$ cat src/design/strict_base64_decoder_assert.svh
// ----------------------------------------------------------------------------
// strict_base64_decoder_assert.svh
// Assertion macros shared by the decoder RTL.
// ----------------------------------------------------------------------------
`ifndef STRICT_BASE64_DECODER_ASSERT_SVH
`define STRICT_BASE64_DECODER_ASSERT_SVH

// same-cycle implication, sampled on clk, off during reset
`define SB64_ASSERT_IMP(lbl, ante, cons, msg) \
	lbl: assert property (@(posedge clk) disable iff (!arst_n) (ante) |-> (cons)) \
		else $error(msg);

// next-cycle implication
`define SB64_ASSERT_NXT(lbl, ante, cons, msg) \
	lbl: assert property (@(posedge clk) disable iff (!arst_n) (ante) |=> (cons)) \
		else $error(msg);

`endif

$ cat src/design/sb64_pkg.sv
`timescale 1ns / 1ps
// ----------------------------------------------------------------------------
// sb64_pkg
// Types, codes and the character classifier of the base64 decoder.
// ----------------------------------------------------------------------------
package sb64_pkg;

	typedef enum logic [1:0] {
		CLS_ALPHA = 2'd0,
		CLS_PAD   = 2'd1,
		CLS_BAD   = 2'd2
	} char_cls_t;

	typedef struct packed {
		char_cls_t  cls;
		logic [5:0] sextet;
		logic       last;
	} q_entry_t;

	typedef struct packed {
		logic full;
		logic empty;
	} q_stat_t;

	localparam int QDEPTH = 2;
	localparam int QCNT_W = 2;
	localparam int QPTR_W = 1;

	localparam logic [1:0] ERR_NONE   = 2'd0;
	localparam logic [1:0] ERR_CHAR   = 2'd1;
	localparam logic [1:0] ERR_LENGTH = 2'd2;
	localparam logic [1:0] ERR_PAD    = 2'd3;

	localparam logic [7:0] CH_UPPER_A = 8'h41;
	localparam logic [7:0] CH_UPPER_Z = 8'h5A;
	localparam logic [7:0] CH_LOWER_A = 8'h61;
	localparam logic [7:0] CH_LOWER_Z = 8'h7A;
	localparam logic [7:0] CH_DIGIT_0 = 8'h30;
	localparam logic [7:0] CH_DIGIT_9 = 8'h39;
	localparam logic [7:0] CH_PLUS    = 8'h2B;
	localparam logic [7:0] CH_SLASH   = 8'h2F;
	localparam logic [7:0] CH_EQUALS  = 8'h3D;

	function automatic q_entry_t classify(input logic [7:0] c, input logic last);
		q_entry_t   e;
		logic [7:0] v;
		e.cls    = CLS_ALPHA;
		e.last   = last;
		v        = 8'd0;
		if (c >= CH_UPPER_A && c <= CH_UPPER_Z) begin
			v = c - CH_UPPER_A;
		end else if (c >= CH_LOWER_A && c <= CH_LOWER_Z) begin
			v = c - CH_LOWER_A + 8'd26;
		end else if (c >= CH_DIGIT_0 && c <= CH_DIGIT_9) begin
			v = c - CH_DIGIT_0 + 8'd52;
		end else if (c == CH_PLUS) begin
			v = 8'd62;
		end else if (c == CH_SLASH) begin
			v = 8'd63;
		end else if (c == CH_EQUALS) begin
			e.cls = CLS_PAD;
		end else begin
			e.cls = CLS_BAD;
		end
		e.sextet = v[5:0];
		return e;
	endfunction

endpackage

$ cat src/design/sb64_text_if.sv
`timescale 1ns / 1ps
// ----------------------------------------------------------------------------
// sb64_text_if
// Input channel: one base64 character per transfer.
// ----------------------------------------------------------------------------
interface sb64_text_if;
	logic       valid;
	logic       ready;
	logic [7:0] in_char;
	logic       last_char;

	modport source (output valid, output in_char, output last_char, input ready);
	modport sink   (input valid, input in_char, input last_char, output ready);
endinterface

$ cat src/design/sb64_result_if.sv
`timescale 1ns / 1ps
// ----------------------------------------------------------------------------
// sb64_result_if
// Output channel: one decode result per transfer.
// ----------------------------------------------------------------------------
interface sb64_result_if;
	logic       valid;
	logic       ready;
	logic [7:0] data_byte;
	logic       byte_valid;
	logic       message_done;
	logic [1:0] error_code;

	modport source (output valid, output data_byte, output byte_valid,
		output message_done, output error_code, input ready);
	modport sink   (input valid, input data_byte, input byte_valid,
		input message_done, input error_code, output ready);
endinterface

$ cat src/design/sb64_front.sv
`timescale 1ns / 1ps
// ----------------------------------------------------------------------------
// sb64_front
// Accepts characters and classifies them into queue entries.
// ----------------------------------------------------------------------------
module sb64_front (
	sb64_text_if.sink         text,
	input  sb64_pkg::q_stat_t q_stat,
	output logic              push,
	output sb64_pkg::q_entry_t entry
);
	import sb64_pkg::*;

	assign text.ready = !q_stat.full;
	assign push       = text.valid && !q_stat.full;
	assign entry      = classify(text.in_char, text.last_char);
endmodule

$ cat src/design/sb64_queue.sv
`timescale 1ns / 1ps
// ----------------------------------------------------------------------------
// sb64_queue
// Two-entry queue between the classifier and the decode engine.
// ----------------------------------------------------------------------------
module sb64_queue (
	input  logic               clk,
	input  logic               arst_n,
	input  logic               push,
	input  sb64_pkg::q_entry_t wr_entry,
	input  logic               pop,
	output sb64_pkg::q_entry_t rd_entry,
	output sb64_pkg::q_stat_t  q_stat
);
	import sb64_pkg::*;

	q_entry_t            mem_q [QDEPTH];
	logic [QPTR_W-1:0]   wr_ptr_q;
	logic [QPTR_W-1:0]   rd_ptr_q;
	logic [QCNT_W-1:0]   count_q;

	always_ff @(posedge clk or negedge arst_n) begin
		if (!arst_n) begin
			wr_ptr_q <= '0;
			rd_ptr_q <= '0;
			count_q  <= '0;
		end else begin
			if (push) wr_ptr_q <= wr_ptr_q + QPTR_W'(1);
			if (pop)  rd_ptr_q <= rd_ptr_q + QPTR_W'(1);
			if (push && !pop)      count_q <= count_q + QCNT_W'(1);
			else if (pop && !push) count_q <= count_q - QCNT_W'(1);
		end
	end

	always_ff @(posedge clk) begin
		if (push) mem_q[wr_ptr_q] <= wr_entry;
	end

	assign rd_entry     = mem_q[rd_ptr_q];
	assign q_stat.full  = (count_q == QCNT_W'(QDEPTH));
	assign q_stat.empty = (count_q == '0);
endmodule

$ cat src/design/sb64_back.sv
`timescale 1ns / 1ps
// ----------------------------------------------------------------------------
// sb64_back
// Decode engine: bit buffer, character, padding and length checks, result register.
// ----------------------------------------------------------------------------
module sb64_back (
	input  logic               clk,
	input  logic               arst_n,
	input  sb64_pkg::q_stat_t  q_stat,
	input  sb64_pkg::q_entry_t entry,
	output logic               pop,
	sb64_result_if.source      result
);
	import sb64_pkg::*;

	// leftover bit count is kept in pairs of bits: 0, 2, 4 or 6
	logic [5:0] lbits_q,  lbits_n;
	logic [1:0] lpairs_q, lpairs_n;
	logic [1:0] pad_q,    pad_n;
	logic [1:0] cmf_q,    cmf_n;
	logic [1:0] bm3_q,    bm3_n;
	logic       cerr_q,   cerr_n;

	logic       out_valid_q;
	logic [7:0] data_q,   byte_n;
	logic       bv_q,     bv_n;
	logic       done_q;
	logic [1:0] err_q,    err_n;
	logic [1:0] need;

	assign pop = !q_stat.empty && (!out_valid_q || result.ready);

	always_comb begin
		lbits_n  = lbits_q;
		lpairs_n = lpairs_q;
		pad_n    = pad_q;
		bm3_n    = bm3_q;
		cerr_n   = cerr_q;
		cmf_n    = cmf_q + 2'd1;
		byte_n   = 8'd0;
		bv_n     = 1'b0;
		err_n    = ERR_NONE;
		need     = 2'd0;

		if (!cerr_q) begin
			unique case (entry.cls)
				CLS_PAD: begin
					if (pad_q != 2'd3) pad_n = pad_q + 2'd1;
				end
				CLS_ALPHA: begin
					if (pad_q != 2'd0) begin
						cerr_n = 1'b1;
					end else begin
						unique case (lpairs_q)
							2'd0: begin
								lbits_n  = entry.sextet;
								lpairs_n = 2'd3;
							end
							2'd1: begin
								byte_n   = {lbits_q[1:0], entry.sextet};
								lbits_n  = 6'd0;
								lpairs_n = 2'd0;
							end
							2'd2: begin
								byte_n   = {lbits_q[3:0], entry.sextet[5:2]};
								lbits_n  = {4'd0, entry.sextet[1:0]};
								lpairs_n = 2'd1;
							end
							2'd3: begin
								byte_n   = {lbits_q, entry.sextet[5:4]};
								lbits_n  = {2'd0, entry.sextet[3:0]};
								lpairs_n = 2'd2;
							end
						endcase
						if (lpairs_q != 2'd0) begin
							bv_n  = 1'b1;
							bm3_n = (bm3_q >= 2'd2) ? 2'd0 : bm3_q + 2'd1;
						end
					end
				end
				default: cerr_n = 1'b1;
			endcase
		end

		if (entry.last) begin
			unique case (bm3_n)
				2'd1:    need = 2'd2;
				2'd2:    need = 2'd1;
				default: need = 2'd0;
			endcase
			priority if (cmf_n != 2'd0) begin
				err_n = ERR_LENGTH;
			end else if (cerr_n) begin
				err_n = ERR_CHAR;
			end else if (pad_n == 2'd3 || pad_n != need || lbits_n != 6'd0) begin
				err_n = ERR_PAD;
			end else begin
				err_n = ERR_NONE;
			end
			lbits_n  = 6'd0;
			lpairs_n = 2'd0;
			pad_n    = 2'd0;
			cmf_n    = 2'd0;
			bm3_n    = 2'd0;
			cerr_n   = 1'b0;
		end
	end

	always_ff @(posedge clk or negedge arst_n) begin
		if (!arst_n) begin
			lbits_q     <= '0;
			lpairs_q    <= '0;
			pad_q       <= '0;
			cmf_q       <= '0;
			bm3_q       <= '0;
			cerr_q      <= 1'b0;
			out_valid_q <= 1'b0;
		end else begin
			if (pop) begin
				lbits_q  <= lbits_n;
				lpairs_q <= lpairs_n;
				pad_q    <= pad_n;
				cmf_q    <= cmf_n;
				bm3_q    <= bm3_n;
				cerr_q   <= cerr_n;
			end
			if (pop)               out_valid_q <= 1'b1;
			else if (result.ready) out_valid_q <= 1'b0;
		end
	end

	always_ff @(posedge clk) begin
		if (pop) begin
			data_q <= byte_n;
			bv_q   <= bv_n;
			done_q <= entry.last;
			err_q  <= err_n;
		end
	end

	assign result.valid        = out_valid_q;
	assign result.data_byte    = data_q;
	assign result.byte_valid   = bv_q;
	assign result.message_done = done_q;
	assign result.error_code   = err_q;
endmodule

$ cat src/design/strict_base64_decoder.sv
`timescale 1ns / 1ps
// ----------------------------------------------------------------------------
// strict_base64_decoder
// Streaming strict base64 decoder, one character in, one result out.
// ----------------------------------------------------------------------------
//  channel  dir  payload                                          handshake
//  text     in   in_char[7:0], last_char                          valid/ready
//  result   out  data_byte[7:0], byte_valid, message_done,
//                error_code[1:0]                                   valid/ready
//
//  One character per cycle sustained while results are taken; a text transfer
//  is written into the queue and then into the result register (classifier
//  into a two-entry queue, then the decode engine with its result register).
//  Reset clears the queue, the decode state and the result valid flag.
//  A stalled result holds the engine; the queue keeps taking characters
//  until both entries are full.
// ----------------------------------------------------------------------------
`include "strict_base64_decoder_assert.svh"

module strict_base64_decoder (
	input  logic          clk,
	input  logic          arst_n,
	sb64_text_if.sink     text,
	sb64_result_if.source result
);
	import sb64_pkg::*;

	q_stat_t  q_stat;
	q_entry_t wr_entry;
	q_entry_t rd_entry;
	logic     push;
	logic     pop;

	sb64_front u_front (
		.text   (text),
		.q_stat (q_stat),
		.push   (push),
		.entry  (wr_entry)
	);

	sb64_queue u_queue (
		.clk      (clk),
		.arst_n   (arst_n),
		.push     (push),
		.wr_entry (wr_entry),
		.pop      (pop),
		.rd_entry (rd_entry),
		.q_stat   (q_stat)
	);

	sb64_back u_back (
		.clk    (clk),
		.arst_n (arst_n),
		.q_stat (q_stat),
		.entry  (rd_entry),
		.pop    (pop),
		.result (result)
	);

	`SB64_ASSERT_IMP(a_no_push_full, push, !q_stat.full, "push into full queue")
	`SB64_ASSERT_IMP(a_no_pop_empty, pop, !q_stat.empty, "pop from empty queue")
	`SB64_ASSERT_IMP(a_err_only_done, result.valid && !result.message_done,
		result.error_code == ERR_NONE, "error code outside message end")
	`SB64_ASSERT_NXT(a_pop_gives_result, pop, result.valid, "popped entry gave no result")
endmodule
$ cat src/flat_wrapper.sv
// flat-port wrapper written by rule: the top's interface ports become plain ports
module strict_base64_decoder_flat import sb64_pkg::*;
  (clk, arst_n, text_valid, text_in_char, text_last_char, text_ready, result_valid, result_data_byte, result_byte_valid, result_message_done, result_error_code, result_ready);
  sb64_text_if text_i ();
  sb64_result_if result_i ();
  input  logic clk;
  input  logic arst_n;
  input wire logic [$bits(text_i.valid)-1:0] text_valid;
  input wire logic [$bits(text_i.in_char)-1:0] text_in_char;
  input wire logic [$bits(text_i.last_char)-1:0] text_last_char;
  output wire logic [$bits(text_i.ready)-1:0] text_ready;
  output wire logic [$bits(result_i.valid)-1:0] result_valid;
  output wire logic [$bits(result_i.data_byte)-1:0] result_data_byte;
  output wire logic [$bits(result_i.byte_valid)-1:0] result_byte_valid;
  output wire logic [$bits(result_i.message_done)-1:0] result_message_done;
  output wire logic [$bits(result_i.error_code)-1:0] result_error_code;
  input wire logic [$bits(result_i.ready)-1:0] result_ready;
  assign text_i.valid = text_valid;
  assign text_i.in_char = text_in_char;
  assign text_i.last_char = text_last_char;
  assign text_ready = text_i.ready;
  assign result_valid = result_i.valid;
  assign result_data_byte = result_i.data_byte;
  assign result_byte_valid = result_i.byte_valid;
  assign result_message_done = result_i.message_done;
  assign result_error_code = result_i.error_code;
  assign result_i.ready = result_ready;
  strict_base64_decoder u_core (.clk(clk), .arst_n(arst_n), .text(text_i), .result(result_i));
endmodule
$ cat config.mk
export PLATFORM = sky130hd
export DESIGN_NAME = strict_base64_decoder_flat
export DESIGN_NICKNAME = d
export VERILOG_FILES = /design/src/design/sb64_pkg.sv /design/src/design/sb64_text_if.sv /design/src/design/sb64_result_if.sv /design/src/design/sb64_front.sv /design/src/design/sb64_queue.sv /design/src/design/sb64_back.sv /design/src/design/strict_base64_decoder.sv /design/src/flat_wrapper.sv
export VERILOG_INCLUDE_DIRS = /design/src /design/src/design
export SDC_FILE = /design/constraint.sdc
export NUM_CORES = 1
export LEC_CHECK = 0
export ABC_AREA = 0
export ABC_CLOCK_PERIOD_IN_PS = 2150
export BUFFER_PORTS_ARGS = -buffer_cell sky130_fd_sc_hd__buf_2
export CORE_AREA = 2 2 84 126
export DETAILED_ROUTE_END_ITERATION = 8
export DIE_AREA = 0 0 86 128
export MAX_ROUTING_LAYER = met4
export PLACE_DENSITY = 0.57
export SLEW_MARGIN = 20
export SYNTH_ARGS = -nofsm -noshare
export SYNTH_HDL_FRONTEND = slang
export SYNTH_SLANG_ARGS = --single-unit
$ cat constraint.sdc
create_clock -name clk -period 2.15 [get_ports clk]
set_clock_uncertainty 0.2 [all_clocks]
set_input_delay 0.3225 -clock clk [delete_from_list [all_inputs] [get_ports clk]]
set_output_delay 0.3225 -clock clk [all_outputs]
set_load 0.02 [all_outputs]
==> results.json <==
{
  "p_total_uw": 4190,
  "yosysWarningCount": 0,
  "routed_wl_mm": 6.53,
  "synthesis.nets": 299,
  "worst_pin_slew_ns": 0.484,
  "die-area_um2": 11000,
  "wl_met2_mm": 3.59,
  "num_rows": 45,
  "grt_use_total": 0.127,
  "gp_congestion": 0.903,
  "final.fill_count": 968,
  "io_pins": 27,
  "setup_viol": 2,
  "final_nets": 370,
  "cts.path.max_buffers": 2,
  "slowest_stage": "or4_1",
  "arrival_ns": 2.01,
  "yosysUniqueCellTypes": 65,
  "die_y_um": 128,
  "ys_seq_elements": 50,
  "finalCritPeriodShare": 1.02,
  "synth_edf_count": 30,
  "ant_nets": 0,
  "finalWorstSetupSlack_ns": -0.0354,
  "syn_area_um2": 2930,
  "violations": "setup timing",
  "drive_above_1_share": 0.376,
  "grt_max_degree": 21,
  "area_growth_pct": 32.4,
  "synthTopCellsByArea": "edfxtp_1 31%, dfrtp_1 17%, ha_1 6.4%, mux2_2 3.1%, nand2_1 2.8%",
  "numPortBuffers": 26,
  "antenna_cells": 0,
  "finalSetupTns_ns": -0.0628,
  "relSlewSlack": 0.677,
  "netlist.area_leader.share": 0.308,
  "cellPowerDensity_nw_per_um2": 1080,
  "clockRootBuffer": "clkbuf_16",
  "cp.required_ns": 1.97,
  "worst_skew_pair.late_latency_ns": 0.29,
  "wl_per_cell_um": 14.2,
  "synth_top_area_cell": "edfxtp_1",
  "hold_violations": 0,
  "final_common_cell": "buf_4",
  "antenna_found_initial": 0,
  "first_pass_iters": 4,
  "peakVddDrop_mv": 0.336,
  "status": "complete, but fails checks",
  "grt_overflow": 0,
  "rsz0062_at_grt": "true",
  "final-seq-area_um2": 1400,
  "hpwl_mm": 5.08,
  "cts.sinks": 50,
  "leakagePower_uw": 0.00155,
  "postPlaceCellArea_um2": 3510,
  "end_kind": "register",
  "grt_pass1_vias": 2340,
  "hold_class": "input pin to register",
  "vias_per_cell": 5.20,
  "initial_core_util": 0.294,
  "max_freq_mhz": 458,
  "crit_path_cell_trace": "buf_6, nor4bb_4, or2_1, or4_1, o211ai_2, a31oi_1",
  "async_reset_ff_frac": 0.400,
  "final_cell_mix": "46 x buf_4, 30 x edfxtp_1, 22 x nor2_1, 22 x buf_2, 21 x nand2_1",
  "multiInputGateArea_um2": 1550,
  "cp_num_buf_inv": 1,
  "vias": 2390,
  "ys_seq_area_frac": 0.479,
  "wl_met1_mm": 2.42,
  "synth.avg_cell_area_um2": 10.8,
  "cp_top_family": "simple AND/OR/NAND/NOR gates",
  "drt_iter0_drc": 125,
  "htree_levels": 2,
  "ys.flop_type": "edfxtp_1",
  "drc": 0,
  "path_clk_slew_ns": 0.07,
  "numCtsBuffers": 5,
  "start_kind": "register",
  "fin_area_um2": 3880,
  "max_cap_viol_count": 0,
  "placedCellCount": 449,
  "cpPeakStageDelay_ns": 0.49,
  "core_area_um2": 9970,
  "grt_pass1_wl_mm": 10.7,
  "wl_met3_um": 242,
  "slew_viol_final": 0,
  "die_x_um": 86,
  "crit_fanout": 5,
  "synth_cells": 271,
  "min_period_ns": 2.19,
  "instances_no_fill": 460,
  "cts_tree": "built",
  "holdWs_ns": 0.0411,
  "crit_type": "register to register",
  "top_layer": "met4"
}
flip-flops by register name, indices dropped and copies added (netlist names), 2 cells and up:
register                         flops
u_core.u_queue.mem_q                18
u_core.u_queue.count_q               2
u_core.u_back.lpairs_q               2
u_core.u_back.result.data_byte       8
u_core.u_back.lbits_q                6
u_core.u_back.result.error_code      2
u_core.u_back.pad_q                  2
u_core.u_back.cmf_q                  2
u_core.u_back.bm3_q                  2
Yosys cell counts (all sizes together) (4+ instances only):
library cell,count
a21oi,12
a222oi,8
a31oi,6
a32o,4
buf,6
clkbuf,6
dfrtp,20
edfxtp,30
ha,15
inv,16
mux2,8
nand2,22
nand3,6
nor2,22
nor2b,4
nor3,5
o21ai,13
or2,4
xnor2,6
final cells by class:
cell class,instances,share of cell area
inverters,18,0.0203
flip-flops and latches,50,0.362
clock buffers,7,0.0368
repair buffers,76,0.142
multi-input cells,191,0.400
well taps,117,0.0378
clock inverters,1,0.00129
metal layers:
| metal | track usage | up-vias |
|---|---|---|
| met5 | - | - |
| met4 | 0.0672 | 0 |
| met3 | 0.0245 | 24 |
| met2 | 0.230 | 69 |
| met1 | 0.125 | 1129 |
| li1 | - | 1168 |
stage by stage:
step	setup WS [ns]	util
6_report	-0.0354	0.389
5_1_grt	-0.114	0.389
4_1_cts	-0.0155	0.371
3_5_place_dp	-0.262	0.352
3_3_place_gp	-0.199	0.352
2_1_floorplan	-0.100	-
report_power, final:
part / internal [uW] / switching [uW]
clock: 461 / 317
sequential: 1370 / 237
combinational: 825 / 974
total: 2660 / 1530
kinds of logic after synthesis:
family,after synthesis,share of synthesized area
compound gates,71,0.180
xor+xnor,9,0.0269
fa+ha+maj,15,0.0641
buf+inv,30,0.0483
flops,50,0.479
mux,11,0.0453
simple gates,85,0.156
repair_timing:
action / in CTS / in global routing
pin swaps: 3 / 7
hold endpoints to repair: 20 / 0
gates resized for setup: 5 / 42
setup endpoints to repair: 4 / 14
setup buffers: 1 / 1
hold buffers: 1 / 0
worst paths after layout:
check | depth (start not counted) | slack [ns] | end | from
setup / recovery | 6 | -0.04 | u_core.u_back.result.error_code[0]$_SDFFCE_PP0P_ | u_core.u_queue.rd_ptr_q$_DFFE_PN0P_
hold / removal | 1 | 0.04 | u_core.u_queue.mem_q[0][0]$_DFFE_PP_ | text_last_char
setup reg to reg | 6 | -0.04 | u_core.u_back.result.error_code[0]$_SDFFCE_PP0P_ | u_core.u_queue.rd_ptr_q$_DFFE_PN0P_
hold reg to reg | 1 | 0.30 | u_core.u_queue.wr_ptr_q$_DFFE_PN0P_ | u_core.u_queue.wr_ptr_q$_DFFE_PN0P_
max in group asynchronous | 2 | 1.07 | u_core.u_queue.rd_ptr_q$_DFFE_PN0P_ | arst_n
min in group asynchronous | 2 | 0.33 | u_core.u_back.bm3_q[0]$_DFFE_PN0P_ | arst_n
Note: power is estimated with default switching activity, not from simulation.
